<file path="src/hw/rtl/stl_pkg.sv">
// ----------------------------------------------------------------------------
// stl_pkg
// Shared types, token codes and tables of the script token lexer.
// ----------------------------------------------------------------------------
package stl_pkg;

  localparam int unsigned KeywordCharsDefault = 6;
  localparam int unsigned QueueDepth = 4;
  localparam logic [30:0] NumMax = 31'h7fffffff;
  localparam logic [15:0] LenMax = 16'hffff;
  localparam logic [7:0] FracMax = 8'hff;

  localparam logic [5:0] KUnknown = 6'd0;
  localparam logic [5:0] KEof = 6'd1;
  localparam logic [5:0] KId = 6'd2;
  localparam logic [5:0] KInt = 6'd3;
  localparam logic [5:0] KFloat = 6'd4;
  localparam logic [5:0] KStr = 6'd5;
  localparam logic [5:0] KQuo = 6'd6;
  localparam logic [5:0] KCmt = 6'd7;
  localparam logic [5:0] KKw0 = 6'd8;
  localparam logic [5:0] KPunct0 = 6'd19;
  localparam logic [5:0] KOp0 = 6'd26;

  typedef enum logic [2:0] {
    MODE_IDLE, MODE_WORD, MODE_NUM, MODE_STR, MODE_CMT, MODE_OP
  } lex_mode_e;

  // one token as it leaves the lexer core
  typedef struct packed {
    logic [5:0]  kind;
    logic [30:0] num;
    logic [7:0]  frac;
    logic [15:0] len;
  } token_t;

  // up to two tokens caused by one byte
  typedef struct packed {
    logic [1:0] count;
    token_t     tok0;
    token_t     tok1;
  } step_t;

  function automatic logic is_skip(input logic [7:0] c);
    return c == 8'h20 || c == 8'h09 || c == 8'h0a || c == 8'h0d;
  endfunction

  function automatic logic is_digit(input logic [7:0] c);
    return c >= 8'h30 && c <= 8'h39;
  endfunction

  function automatic logic is_alpha(input logic [7:0] c);
    return (c >= 8'h61 && c <= 8'h7a) || (c >= 8'h41 && c <= 8'h5a) || c == 8'h5f;
  endfunction

  function automatic logic [5:0] single_op(input logic [7:0] c);
    logic [5:0] k;
    case (c)
      8'h3d: k = KOp0 + 6'd0;
      8'h3c: k = KOp0 + 6'd1;
      8'h3e: k = KOp0 + 6'd3;
      8'h2b: k = KOp0 + 6'd9;
      8'h2d: k = KOp0 + 6'd10;
      8'h2a: k = KOp0 + 6'd11;
      8'h2f: k = KOp0 + 6'd12;
      8'h25: k = KOp0 + 6'd13;
      8'h21: k = KOp0 + 6'd14;
      8'h26: k = KOp0 + 6'd15;
      8'h5e: k = KOp0 + 6'd16;
      8'h7c: k = KOp0 + 6'd17;
      8'h7e: k = KOp0 + 6'd18;
      default: k = KUnknown;
    endcase
    return k;
  endfunction

  function automatic logic [5:0] pair_op(input logic [7:0] p, input logic [7:0] c);
    logic [5:0] k;
    k = 6'd0;
    if (p == 8'h3c && c == 8'h3d) k = KOp0 + 6'd2;
    if (p == 8'h3e && c == 8'h3d) k = KOp0 + 6'd4;
    if (p == 8'h3d && c == 8'h3d) k = KOp0 + 6'd5;
    if (p == 8'h21 && c == 8'h3d) k = KOp0 + 6'd6;
    if (p == 8'h7c && c == 8'h7c) k = KOp0 + 6'd7;
    if (p == 8'h26 && c == 8'h26) k = KOp0 + 6'd8;
    if (p == 8'h3e && c == 8'h3e) k = KOp0 + 6'd19;
    if (p == 8'h3c && c == 8'h3c) k = KOp0 + 6'd20;
    return k;
  endfunction

  function automatic logic [6:0] op_prec(input logic [5:0] kind);
    logic [6:0] p;
    case (kind)
      6'd26: p = 7'd35;
      6'd27, 6'd28, 6'd29, 6'd30: p = 7'd42;
      6'd31, 6'd32: p = 7'd41;
      6'd33: p = 7'd36;
      6'd34: p = 7'd37;
      6'd35, 6'd36: p = 7'd44;
      6'd37, 6'd38: p = 7'd45;
      6'd39: p = 7'd46;
      6'd40, 6'd44: p = 7'd48;
      6'd41: p = 7'd40;
      6'd42: p = 7'd39;
      6'd43: p = 7'd38;
      6'd45, 6'd46: p = 7'd43;
      default: p = 7'h7f;
    endcase
    return p;
  endfunction

  // keyword packed as 6 bytes, first character in the low byte
  function automatic logic [5:0] kw_match(input logic [47:0] w, input logic [15:0] n);
    logic [5:0] k;
    k = KId;
    if (n == 16'd4 && w[31:0] == 32'h636e7566) k = KKw0 + 6'd0;
    if (n == 16'd6 && w == 48'h6e7275746572) k = KKw0 + 6'd1;
    if (n == 16'd5 && w[39:0] == 40'h7373616c63) k = KKw0 + 6'd2;
    if (n == 16'd4 && w[31:0] == 32'h666c6573) k = KKw0 + 6'd3;
    if (n == 16'd6 && w == 48'h6e7265747865) k = KKw0 + 6'd4;
    if (n == 16'd2 && w[15:0] == 16'h6669) k = KKw0 + 6'd5;
    if (n == 16'd5 && w[39:0] == 40'h656c696877) k = KKw0 + 6'd6;
    if (n == 16'd3 && w[23:0] == 24'h726f66) k = KKw0 + 6'd7;
    if (n == 16'd2 && w[15:0] == 16'h6e69) k = KKw0 + 6'd8;
    if (n == 16'd4 && w[31:0] == 32'h65736c65) k = KKw0 + 6'd9;
    if (n == 16'd4 && w[31:0] == 32'h66696c65) k = KKw0 + 6'd10;
    return k;
  endfunction

endpackage

</file>
<file path="src/hw/rtl/stl_front.sv">
// ----------------------------------------------------------------------------
// stl_front
// Classifies each byte, updates lexer state and forms the tokens it causes.
// ----------------------------------------------------------------------------
module stl_front #(
  parameter int unsigned KeywordChars = stl_pkg::KeywordCharsDefault
) (
  input  logic             clk_i,
  input  logic             rst_ni,
  input  logic             step_i,
  input  logic [7:0]       ch_i,
  output stl_pkg::step_t   step_o
);
  import stl_pkg::*;

  localparam int unsigned IdxW = $clog2(KeywordChars);

  lex_mode_e   mode_q, mode_d;
  logic [7:0]  pend_q, pend_d;
  logic [7:0]  word_q [KeywordChars];
  logic [15:0] cnt_q, cnt_d;
  logic [30:0] acc_q, acc_d;
  logic [7:0]  frac_q, frac_d;
  logic        pt_q, pt_d;
  logic [47:0] kw_w;
  logic [34:0] mul;
  logic [35:0] acc_sum;
  logic        wr_first, wr_next;

  token_t t_old, t_new;
  logic   h_old, h_new;

  always_comb begin
    for (int i = 0; i < 6; i++) begin
      kw_w[i*8 +: 8] = word_q[i];
    end
  end

  assign mul = {1'b0, acc_q, 3'b000} + {3'b000, acc_q, 1'b0};
  assign acc_sum = {1'b0, mul} + {32'd0, ch_i[3:0] - 4'd0};

  function automatic token_t mk(input logic [5:0] k, input logic [30:0] n,
                                input logic [7:0] f, input logic [15:0] l);
    token_t t;
    t.kind = k;
    t.num = n;
    t.frac = f;
    t.len = l;
    return t;
  endfunction

  always_comb begin
    logic restart;
    restart = 1'b0;
    mode_d = mode_q;
    pend_d = pend_q;
    cnt_d = cnt_q;
    acc_d = acc_q;
    frac_d = frac_q;
    pt_d = pt_q;
    wr_first = 1'b0;
    wr_next = 1'b0;
    h_old = 1'b0;
    h_new = 1'b0;
    t_old = mk(KUnknown, '0, '0, '0);
    t_new = mk(KUnknown, '0, '0, '0);
    case (mode_q)
      MODE_WORD: begin
        if (is_alpha(ch_i) || is_digit(ch_i)) begin
          wr_next = cnt_q < 16'(KeywordChars);
          if (cnt_q != LenMax) cnt_d = cnt_q + 16'd1;
        end else begin
          h_old = 1'b1;
          t_old = mk(cnt_q > 16'(KeywordChars) ? KId : kw_match(kw_w, cnt_q),
                     '0, '0, cnt_q);
          restart = 1'b1;
        end
      end
      MODE_NUM: begin
        if (is_digit(ch_i)) begin
          acc_d = acc_sum > {5'd0, NumMax} ? NumMax : acc_sum[30:0];
          if (pt_q && frac_q != FracMax) frac_d = frac_q + 8'd1;
        end else if (ch_i == 8'h2e && !pt_q) begin
          pt_d = 1'b1;
        end else begin
          h_old = 1'b1;
          t_old = pt_q ? mk(KFloat, acc_q, frac_q, '0) : mk(KInt, acc_q, '0, '0);
          restart = 1'b1;
        end
      end
      MODE_STR: begin
        if (ch_i == 8'h22) begin
          h_old = 1'b1;
          t_old = mk(KStr, '0, '0, cnt_q);
          mode_d = MODE_IDLE;
        end else if (ch_i == 8'h00) begin
          h_old = 1'b1;
          t_old = mk(KEof, '0, '0, '0);
          mode_d = MODE_IDLE;
        end else if (cnt_q != LenMax) begin
          cnt_d = cnt_q + 16'd1;
        end
      end
      MODE_CMT: begin
        if (ch_i == 8'h00 || ch_i == 8'h0a || ch_i == 8'h0d) begin
          h_old = 1'b1;
          t_old = mk(KCmt, '0, '0, cnt_q);
          restart = 1'b1;
        end else if (cnt_q != LenMax) begin
          cnt_d = cnt_q + 16'd1;
        end
      end
      MODE_OP: begin
        h_old = 1'b1;
        if (pair_op(pend_q, ch_i) != 6'd0) begin
          t_old = mk(pair_op(pend_q, ch_i), '0, '0, '0);
          mode_d = MODE_IDLE;
        end else begin
          t_old = mk(single_op(pend_q), '0, '0, '0);
          restart = 1'b1;
        end
      end
      default: restart = 1'b1;
    endcase
    if (restart) begin
      mode_d = MODE_IDLE;
      if (is_skip(ch_i)) begin
        mode_d = MODE_IDLE;
      end else if (ch_i == 8'h00) begin
        h_new = 1'b1;
        t_new = mk(KEof, '0, '0, '0);
      end else if (is_alpha(ch_i)) begin
        wr_first = 1'b1;
        cnt_d = 16'd1;
        mode_d = MODE_WORD;
      end else if (ch_i == 8'h22) begin
        h_new = 1'b1;
        t_new = mk(KQuo, '0, '0, '0);
        cnt_d = '0;
        mode_d = MODE_STR;
      end else if (is_digit(ch_i) || ch_i == 8'h2e) begin
        pt_d = ch_i == 8'h2e;
        acc_d = is_digit(ch_i) ? {27'd0, ch_i[3:0]} : '0;
        frac_d = '0;
        mode_d = MODE_NUM;
      end else if (ch_i == 8'h23) begin
        cnt_d = '0;
        mode_d = MODE_CMT;
      end else begin
        case (ch_i)
          8'h2c: begin h_new = 1'b1; t_new = mk(KPunct0 + 6'd0, '0, '0, '0); end
          8'h5b: begin h_new = 1'b1; t_new = mk(KPunct0 + 6'd1, '0, '0, '0); end
          8'h5d: begin h_new = 1'b1; t_new = mk(KPunct0 + 6'd2, '0, '0, '0); end
          8'h28: begin h_new = 1'b1; t_new = mk(KPunct0 + 6'd3, '0, '0, '0); end
          8'h29: begin h_new = 1'b1; t_new = mk(KPunct0 + 6'd4, '0, '0, '0); end
          8'h7b: begin h_new = 1'b1; t_new = mk(KPunct0 + 6'd5, '0, '0, '0); end
          8'h7d: begin h_new = 1'b1; t_new = mk(KPunct0 + 6'd6, '0, '0, '0); end
          8'h3d, 8'h3c, 8'h3e, 8'h21, 8'h26, 8'h7c: begin
            pend_d = ch_i;
            mode_d = MODE_OP;
          end
          default: begin h_new = 1'b1; t_new = mk(single_op(ch_i), '0, '0, '0); end
        endcase
      end
    end
  end

  always_comb begin
    step_o.count = {1'b0, h_old} + {1'b0, h_new};
    step_o.tok0 = h_old ? t_old : t_new;
    step_o.tok1 = t_new;
  end

  always_ff @(posedge clk_i or negedge rst_ni) begin
    if (!rst_ni) begin
      mode_q <= MODE_IDLE;
      pend_q <= '0;
      cnt_q <= '0;
      acc_q <= '0;
      frac_q <= '0;
      pt_q <= 1'b0;
    end else if (step_i) begin
      mode_q <= mode_d;
      pend_q <= pend_d;
      cnt_q <= cnt_d;
      acc_q <= acc_d;
      frac_q <= frac_d;
      pt_q <= pt_d;
    end
  end

  always_ff @(posedge clk_i) begin
    if (step_i && wr_first) begin
      word_q[0] <= ch_i;
    end
    if (step_i && wr_next) begin
      word_q[cnt_q[IdxW-1:0]] <= ch_i;
    end
  end

endmodule

</file>
<file path="src/hw/rtl/stl_back.sv">
// ----------------------------------------------------------------------------
// stl_back
// Token queue and output: emits each byte's tokens one per cycle if ready_i.
// ----------------------------------------------------------------------------
module stl_back (
  input  logic           clk_i,
  input  logic           rst_ni,
  input  logic           push_i,
  input  stl_pkg::step_t step_i,
  output logic           room_o,
  output logic           valid_o,
  input  logic           ready_i,
  output logic [5:0]     token_kind_o,
  output logic [30:0]    num_value_o,
  output logic [7:0]     frac_digits_o,
  output logic [15:0]    text_length_o,
  output logic [6:0]     precedence_o,
  output logic           last_o
);
  import stl_pkg::*;

  localparam int unsigned PtrW = $clog2(QueueDepth);

  token_t         mem_q [QueueDepth];
  logic           lst_q [QueueDepth];
  logic [PtrW-1:0] rd_q, wr_q;
  logic [PtrW:0]  fill_q, fill_d;
  logic           pop;
  logic [PtrW:0]  n_push;

  assign valid_o = fill_q != '0;
  assign pop = valid_o && ready_i;
  assign room_o = (fill_q - {{PtrW{1'b0}}, pop}) <= (PtrW+1)'(QueueDepth - 2);
  assign n_push = push_i ? (PtrW+1)'(step_i.count) : '0;
  assign fill_d = fill_q + n_push - {{PtrW{1'b0}}, pop};

  assign token_kind_o = mem_q[rd_q].kind;
  assign num_value_o = mem_q[rd_q].num;
  assign frac_digits_o = mem_q[rd_q].frac;
  assign text_length_o = mem_q[rd_q].len;
  assign precedence_o = op_prec(mem_q[rd_q].kind);
  assign last_o = lst_q[rd_q];

  always_ff @(posedge clk_i or negedge rst_ni) begin
    if (!rst_ni) begin
      rd_q <= '0;
      wr_q <= '0;
      fill_q <= '0;
    end else begin
      fill_q <= fill_d;
      if (pop) rd_q <= rd_q + 1'b1;
      wr_q <= wr_q + n_push[PtrW-1:0];
    end
  end

  always_ff @(posedge clk_i) begin
    if (push_i && step_i.count != 2'd0) begin
      mem_q[wr_q] <= step_i.tok0;
      lst_q[wr_q] <= step_i.count == 2'd1;
    end
    if (push_i && step_i.count == 2'd2) begin
      mem_q[wr_q + 1'b1] <= step_i.tok1;
      lst_q[wr_q + 1'b1] <= 1'b1;
    end
  end

endmodule

</file>
<file path="src/hw/rtl/script_token_lexer.sv">
// Script token lexer: takes one source byte per cycle while the queue has room
// (0 ends the text) and gives identifiers, keywords, numbers, strings, comments,
// punctuation and operators as tokens, each with its precedence. A byte is
// classified in the cycle it is accepted; its zero to two tokens enter a
// four-entry queue and leave one per cycle, so bytes follow back to back while
// the consumer keeps up; a byte that ends one token and starts another gives two.
// ----------------------------------------------------------------------------
// script_token_lexer
// Top level: byte front end and token queue.
// ----------------------------------------------------------------------------
module script_token_lexer #(
  parameter int unsigned KeywordChars = stl_pkg::KeywordCharsDefault
) (
  input  logic        clk_i,
  input  logic        rst_ni,
  input  logic        valid_i,
  output logic        ready_o,
  input  logic [7:0]  ch_i,
  output logic        valid_o,
  input  logic        ready_i,
  output logic [5:0]  token_kind_o,
  output logic [30:0] num_value_o,
  output logic [7:0]  frac_digits_o,
  output logic [15:0] text_length_o,
  output logic [6:0]  precedence_o,
  output logic        last_o
);
  import stl_pkg::*;

  step_t step;
  logic  acc;

  assign acc = valid_i && ready_o;

  stl_front #(.KeywordChars(KeywordChars)) u_front (
    .clk_i, .rst_ni, .step_i(acc), .ch_i, .step_o(step)
  );

  stl_back u_back (
    .clk_i, .rst_ni, .push_i(acc), .step_i(step), .room_o(ready_o),
    .valid_o, .ready_i, .token_kind_o, .num_value_o, .frac_digits_o,
    .text_length_o, .precedence_o, .last_o
  );

`ifndef SYNTH
  a_no_unknown_prec: assert property (@(posedge clk_i) disable iff (!rst_ni)
    valid_o && token_kind_o < KOp0 |-> precedence_o == 7'h7f) else $error("prec");
  a_last_held: assert property (@(posedge clk_i) disable iff (!rst_ni)
    valid_o && !ready_i |=> valid_o && $stable(last_o)) else $error("hold");
  a_two_tok: assert property (@(posedge clk_i) disable iff (!rst_ni)
    acc && step.count == 2'd2 |-> step.tok1.kind != KId) else $error("two");
`endif

endmodule
</file>
<file path="config.mk">
export PLATFORM = sky130hd
export DESIGN_NAME = script_token_lexer
export DESIGN_NICKNAME = d
export VERILOG_FILES = /design/src/hw/rtl/stl_pkg.sv /design/src/hw/rtl/stl_front.sv /design/src/hw/rtl/stl_back.sv /design/src/hw/rtl/script_token_lexer.sv
export SDC_FILE = /design/constraint.sdc
export NUM_CORES = 1
export LEC_CHECK = 0
export BUFFER_PORTS_ARGS = -buffer_cell sky130_fd_sc_hd__buf_4
export CAP_MARGIN = 0
export CORE_AREA = 2 2 224 204
export CTS_CLUSTER_SIZE = 25
export DETAILED_ROUTE_END_ITERATION = 10
export DIE_AREA = 0 0 226 206
export HOLD_SLACK_MARGIN = 0.05
export SETUP_SLACK_MARGIN = 0.1
export SYNTH_ARGS = -nofsm -noshare
export SYNTH_HDL_FRONTEND = slang
export SYNTH_SLANG_ARGS = --single-unit
</file>
<file path="constraint.sdc">
create_clock -name clk_i -period 4.55 [get_ports clk_i]
set_input_delay 0.91 -clock clk_i [delete_from_list [all_inputs] [get_ports clk_i]]
set_output_delay 0.91 -clock clk_i [all_outputs]
set_load 0.02 [all_outputs]
</file>
==> out/summary.txt <==
STATUS
------------------------------------------------------------------------------------
Status                                                                  complete, no violations

TIMING
------------------------------------------------------------------------------------
Fin crit share                                                                 90.2%
Final TNS setup                                                                 0 ns
Shortest clock period the worst path allows after layout                     4.10 ns
FMAX                                                                         244 MHz
Fin Clk Skew                                                               0.0237 ns
Transition time at the pin with the least slew margin                        1.03 ns
Pins over their slew limit                                                         0
Final hold violations                                                              0
Unrepaired setup endpoints after global routing                                false
Remaining max-slew budget at the tightest pin                                  31.1%
Setup-failing EPs final                                                            0

SYNTHESIS
------------------------------------------------------------------------------------
Count of different cell masters after synthesis                                  105
Number of enable-type register cells in the synthesized netlist                   72
Sequential fraction of the synthesis area                                      43.3%
Leading register cell type out of synthesis                             sky130_fd_sc_hd__dfxtp_1
Post-synthesis cell count                                                       1805
Netlist area before placement                                           0.0196 sq mm
Count of warnings emitted by yosys                                                 0
Synthesis-stage register bit count                                               370
Syn Nets                                                                        1898
Post-synthesis async set-or-reset flop share                                   20.0%
Average cell area after synthesis                                         10.9 sq um

DRT
------------------------------------------------------------------------------------
Routed wire per std cell                                                     22.7 um
Via-to-Cell Ratio                                                               6.45
Count of vias placed by the detailed router                                    16072
Residual DRC                                                                       0
TritonRoute pass-1 iters                                                           5
Drt total wl                                                                56700 um
DRT iter0 DRCs                                                                  1540
Remaining antenna violation count after routing                                    0

GRT
------------------------------------------------------------------------------------
Gr busiest metal                                                                met2
Number of antenna violations at the first check in global routing                  0
Global routing met2 resource utilization                                       37.2%
Vias in the first global route                                                 15425
GR met3 Demand/Resource                                                        3.18%
Total congestion overflow                                                          0
Gr usage total                                                                 24.4%
Met1 routing resource usage after global routing                               36.6%
Pin count of the biggest net entering global routing                              97
Wire length of the first global-routing pass                                89100 um

FLOORPLAN
------------------------------------------------------------------------------------
Core outline area                                                       0.0445 sq mm
Number of ports placed on the die boundary                                        83
Floorplan die area                                                      0.0466 sq mm
Effective utilization at floorplan                                             44.1%
Die Span X                                                                    226 um
Die outline height                                                            206 um
Row count                                                                         74

PWR
------------------------------------------------------------------------------------
Power per cell area                                                      514 mW/mm^2
Total power consumption of the routed design                                 11.6 mW
Total leakage power                                                          8.64 nW
Largest voltage drop on the vdd net                                           318 uV

FINISH
------------------------------------------------------------------------------------
Fraction of layout cells with a size suffix above 1                            18.6%
Top library cells by usage in the layout, fill and taps aside           sky130_fd_sc_hd__dfxtp_1 (224), sky130_fd_sc_hd__a32o_1 (222), sky130_fd_sc_hd__buf_4 (154), sky130_fd_sc_hd__nand2_1 (90), sky130_fd_sc_hd__ha_1 (78)
Utilization after layout                                                       50.7%
Commonest non-fill, non-tap cell in the layout                          sky130_fd_sc_hd__dfxtp_1
Final nets                                                                      1947
Number of inserted diodes                                                          0
Area taken by multi-input logic gates                                   0.0104 sq mm
Number of fill cells                                                            3952
Post-layout instance area                                               0.0226 sq mm
Register area                                                           0.00850 sq mm
Synth-to-Final Area Change                                                     14.9%

WORST SETUP PATH
------------------------------------------------------------------------------------
Endpoint of the worst-slack reg-to-reg timing path                      u_front.frac_q[7]
CP Class                                                                     reg2out
Worst setup SP type                                                         register
Max incr delay on CP                                                         0.80 ns
Arrival time of the worst setup path                                         3.19 ns
Slowest stage cell, crit path                                           sky130_fd_sc_hd__dfrtp_4
Flop2flop setup slack                                                        0.51 ns
CP Cell Sequence                                                        mux4_2, inv_1, ha_1, o311ai_0, a22oi_1, buf_4
Source of the worst register-to-register timing path                    u_back.fill_q[0]
Reg2reg path depth                                                                13
Max Fanout on Critical Path                                                       26
Element type at the critical path end                                    output port
Startpoint of the worst setup timing path                               u_back.rd_q[0]
Crit path max-delay family                                                flip-flops
Count of buffering cells on the critical path with inverters included              2
Data required time at the worst endpoint                                     3.64 ns

PLACE
------------------------------------------------------------------------------------
Input/output buffers                                                              81
Routability Congestion                                                         0.933
Placed wire-length estimate                                                 38700 um
Dpl cell area                                                           0.0212 sq mm

CLOCK NETWORK
------------------------------------------------------------------------------------
Maximum buffer depth of the clock tree                                             3
Clock buffer count from CTS                                                       42
Clk Latency, worst-skew pair                                                 0.59 ns
CTS-repair resized insts                                                           0
Total setup buffers inserted after CTS                                             0
Number of hold buffers added after CTS                                             0
Reg clk slew, reported paths                                                 0.08 ns
H-tree level count                                                                 2
CTS tree                                                                        done
Number of sinks driven by the clock tree                                         370
Root Driver                                                             sky130_fd_sc_hd__clkbuf_16

FLOW RUN
------------------------------------------------------------------------------------
Max Cap Violations                                                                 0

HOLD PATH
------------------------------------------------------------------------------------
Type of the worst min-delay path                                            in2async

[Yosys cell counts (8+ instances only)]
master	instances	area, sq um
sky130_fd_sc_hd__dfxtp_1	224	4480
sky130_fd_sc_hd__a32o_1	222	2220
sky130_fd_sc_hd__clkbuf_1	106	398
sky130_fd_sc_hd__nand2_1	90	338
sky130_fd_sc_hd__nor2_1	80	300
sky130_fd_sc_hd__ha_1	78	976
sky130_fd_sc_hd__dfrtp_1	74	1850
sky130_fd_sc_hd__a21oi_1	72	360
sky130_fd_sc_hd__edfxtp_1	72	2160
sky130_fd_sc_hd__mux4_2	61	1370
sky130_fd_sc_hd__nand3_1	59	295
sky130_fd_sc_hd__o21ai_0	49	245
sky130_fd_sc_hd__inv_1	38	143
sky130_fd_sc_hd__nor3_1	35	175
sky130_fd_sc_hd__nand4_1	30	188
sky130_fd_sc_hd__buf_1	29	109
sky130_fd_sc_hd__xnor2_1	27	236
sky130_fd_sc_hd__o22ai_1	26	163
sky130_fd_sc_hd__nor4_1	25	156
sky130_fd_sc_hd__and3_1	23	144
sky130_fd_sc_hd__nor2b_1	23	144
sky130_fd_sc_hd__and2_1	20	125
sky130_fd_sc_hd__o221a_1	20	225
sky130_fd_sc_hd__xor2_1	20	175
sky130_fd_sc_hd__buf_2	17	85.1
sky130_fd_sc_hd__a31oi_1	16	100
sky130_fd_sc_hd__a21o_1	12	90.1
sky130_fd_sc_hd__nand2b_1	12	75.1
sky130_fd_sc_hd__mux2i_1	10	100
sky130_fd_sc_hd__a32oi_1	9	78.8
sky130_fd_sc_hd__and4b_1	9	90.1
sky130_fd_sc_hd__nand3b_1	9	67.6
sky130_fd_sc_hd__o211ai_1	9	67.6
sky130_fd_sc_hd__o21ai_1	9	45.0
sky130_fd_sc_hd__nand4b_1	8	70.1
sky130_fd_sc_hd__nor4bb_1	8	80.1
sky130_fd_sc_hd__o21a_1	8	60.1
[layout make-up]
cell class	count	share of cell area, %
clock buffers	59	5.54
clock inverters	15	0.688
inverters	39	0.649
multi-input cells	1238	46.1
flip-flops and latches	370	37.7
well taps	608	3.37
repair buffers	163	5.92
[worst max path at each step]
| stage | end | slack [ns] | depth (start not counted) |
|---|---|---|---|
| 3_3_place_gp | u_back.fill_q[2] | 0.04 | 16 |
| 2_1_floorplan | u_back.mem_q[3][5] | 0.10 | 16 |
| 4_1_cts | precedence_o[0] | 0.38 | 6 |
| 3_5_place_dp | u_back.lst_q[3] | 0.05 | 14 |
| 6_report | precedence_o[0] | 0.45 | 6 |
| 5_1_grt | precedence_o[0] | 0.24 | 6 |
[where the power goes]
part / switching [mW] / total, mW / internal [mW]
clock: 1.42 / 3.42 / 1.99
combinational: 2.52 / 4.03 / 1.51
sequential: 0.523 / 4.16 / 3.63
total: 4.47 / 11.6 / 7.14
[metal layers]
layer	wire length, um	vias up	share of wire (%)
met2	25100	497	44
li1	-	7356	-
met1	27500	8152	48
met3	3240	67	5.7
met4	924	0	1.6
met5	0	-	0
[state kept, by name, indices dropped and copies added, names as in the netlist]
register and flops:
u_front.cnt_q 16, u_front.pend_q 8, u_front.pt_q 1, u_front.mode_q 3, u_front.acc_q 31, u_front.word_q 48
u_back.wr_q 2, u_back.mem_q 244, u_front.frac_q 8, u_back.rd_q 2, u_back.lst_q 4, u_back.fill_q 3
[cell families (layout without fill, tap and decap cells)]
| logic type | after synthesis | after routing | share of synthesized area (%) |
|---|---|---|---|
| AND/OR/NAND/NOR | 490 | 490 | 14.3 |
| other | 1 | 1 | 0.0191 |
| AO/OA/AOI/OAI | 541 | 541 | 23.1 |
| flip-flops | 370 | 370 | 43.3 |
| buffers and inverters | 197 | 276 | 4.03 |
| adder cells (fa/ha/maj) | 81 | 81 | 5.28 |
| multiplexers | 78 | 78 | 7.91 |
| XOR/XNOR | 47 | 47 | 2.10 |
[worst reg2reg max path, delay by kind of cell (launching register included)]
family / cells / cell delay [ns]
XOR/XNOR: 2 / 0.29
adder cells (fa/ha/maj): 2 / 0.49
buffers and inverters: 1 / 0.21
AND/OR/NAND/NOR: 8 / 2.52
flip-flops: 1 / 0.38
[metrics by stage]
| step | setup slack (ns) | hold slack, ns | instances |
|---|---|---|---|
| CTS | 0.383 | 0.287 | 2492 |
| finish | 0.445 | 0.296 | 2492 |
| global placement | 0.0372 | 0.441 | 2418 |
| global route | 0.236 | 0.315 | 2492 |
| floorplan | 0.101 | 0.431 | 1805 |
| detailed placement | 0.0488 | 0.448 | 2418 |
No activity file was read; power rests on OpenSTA's default activity.
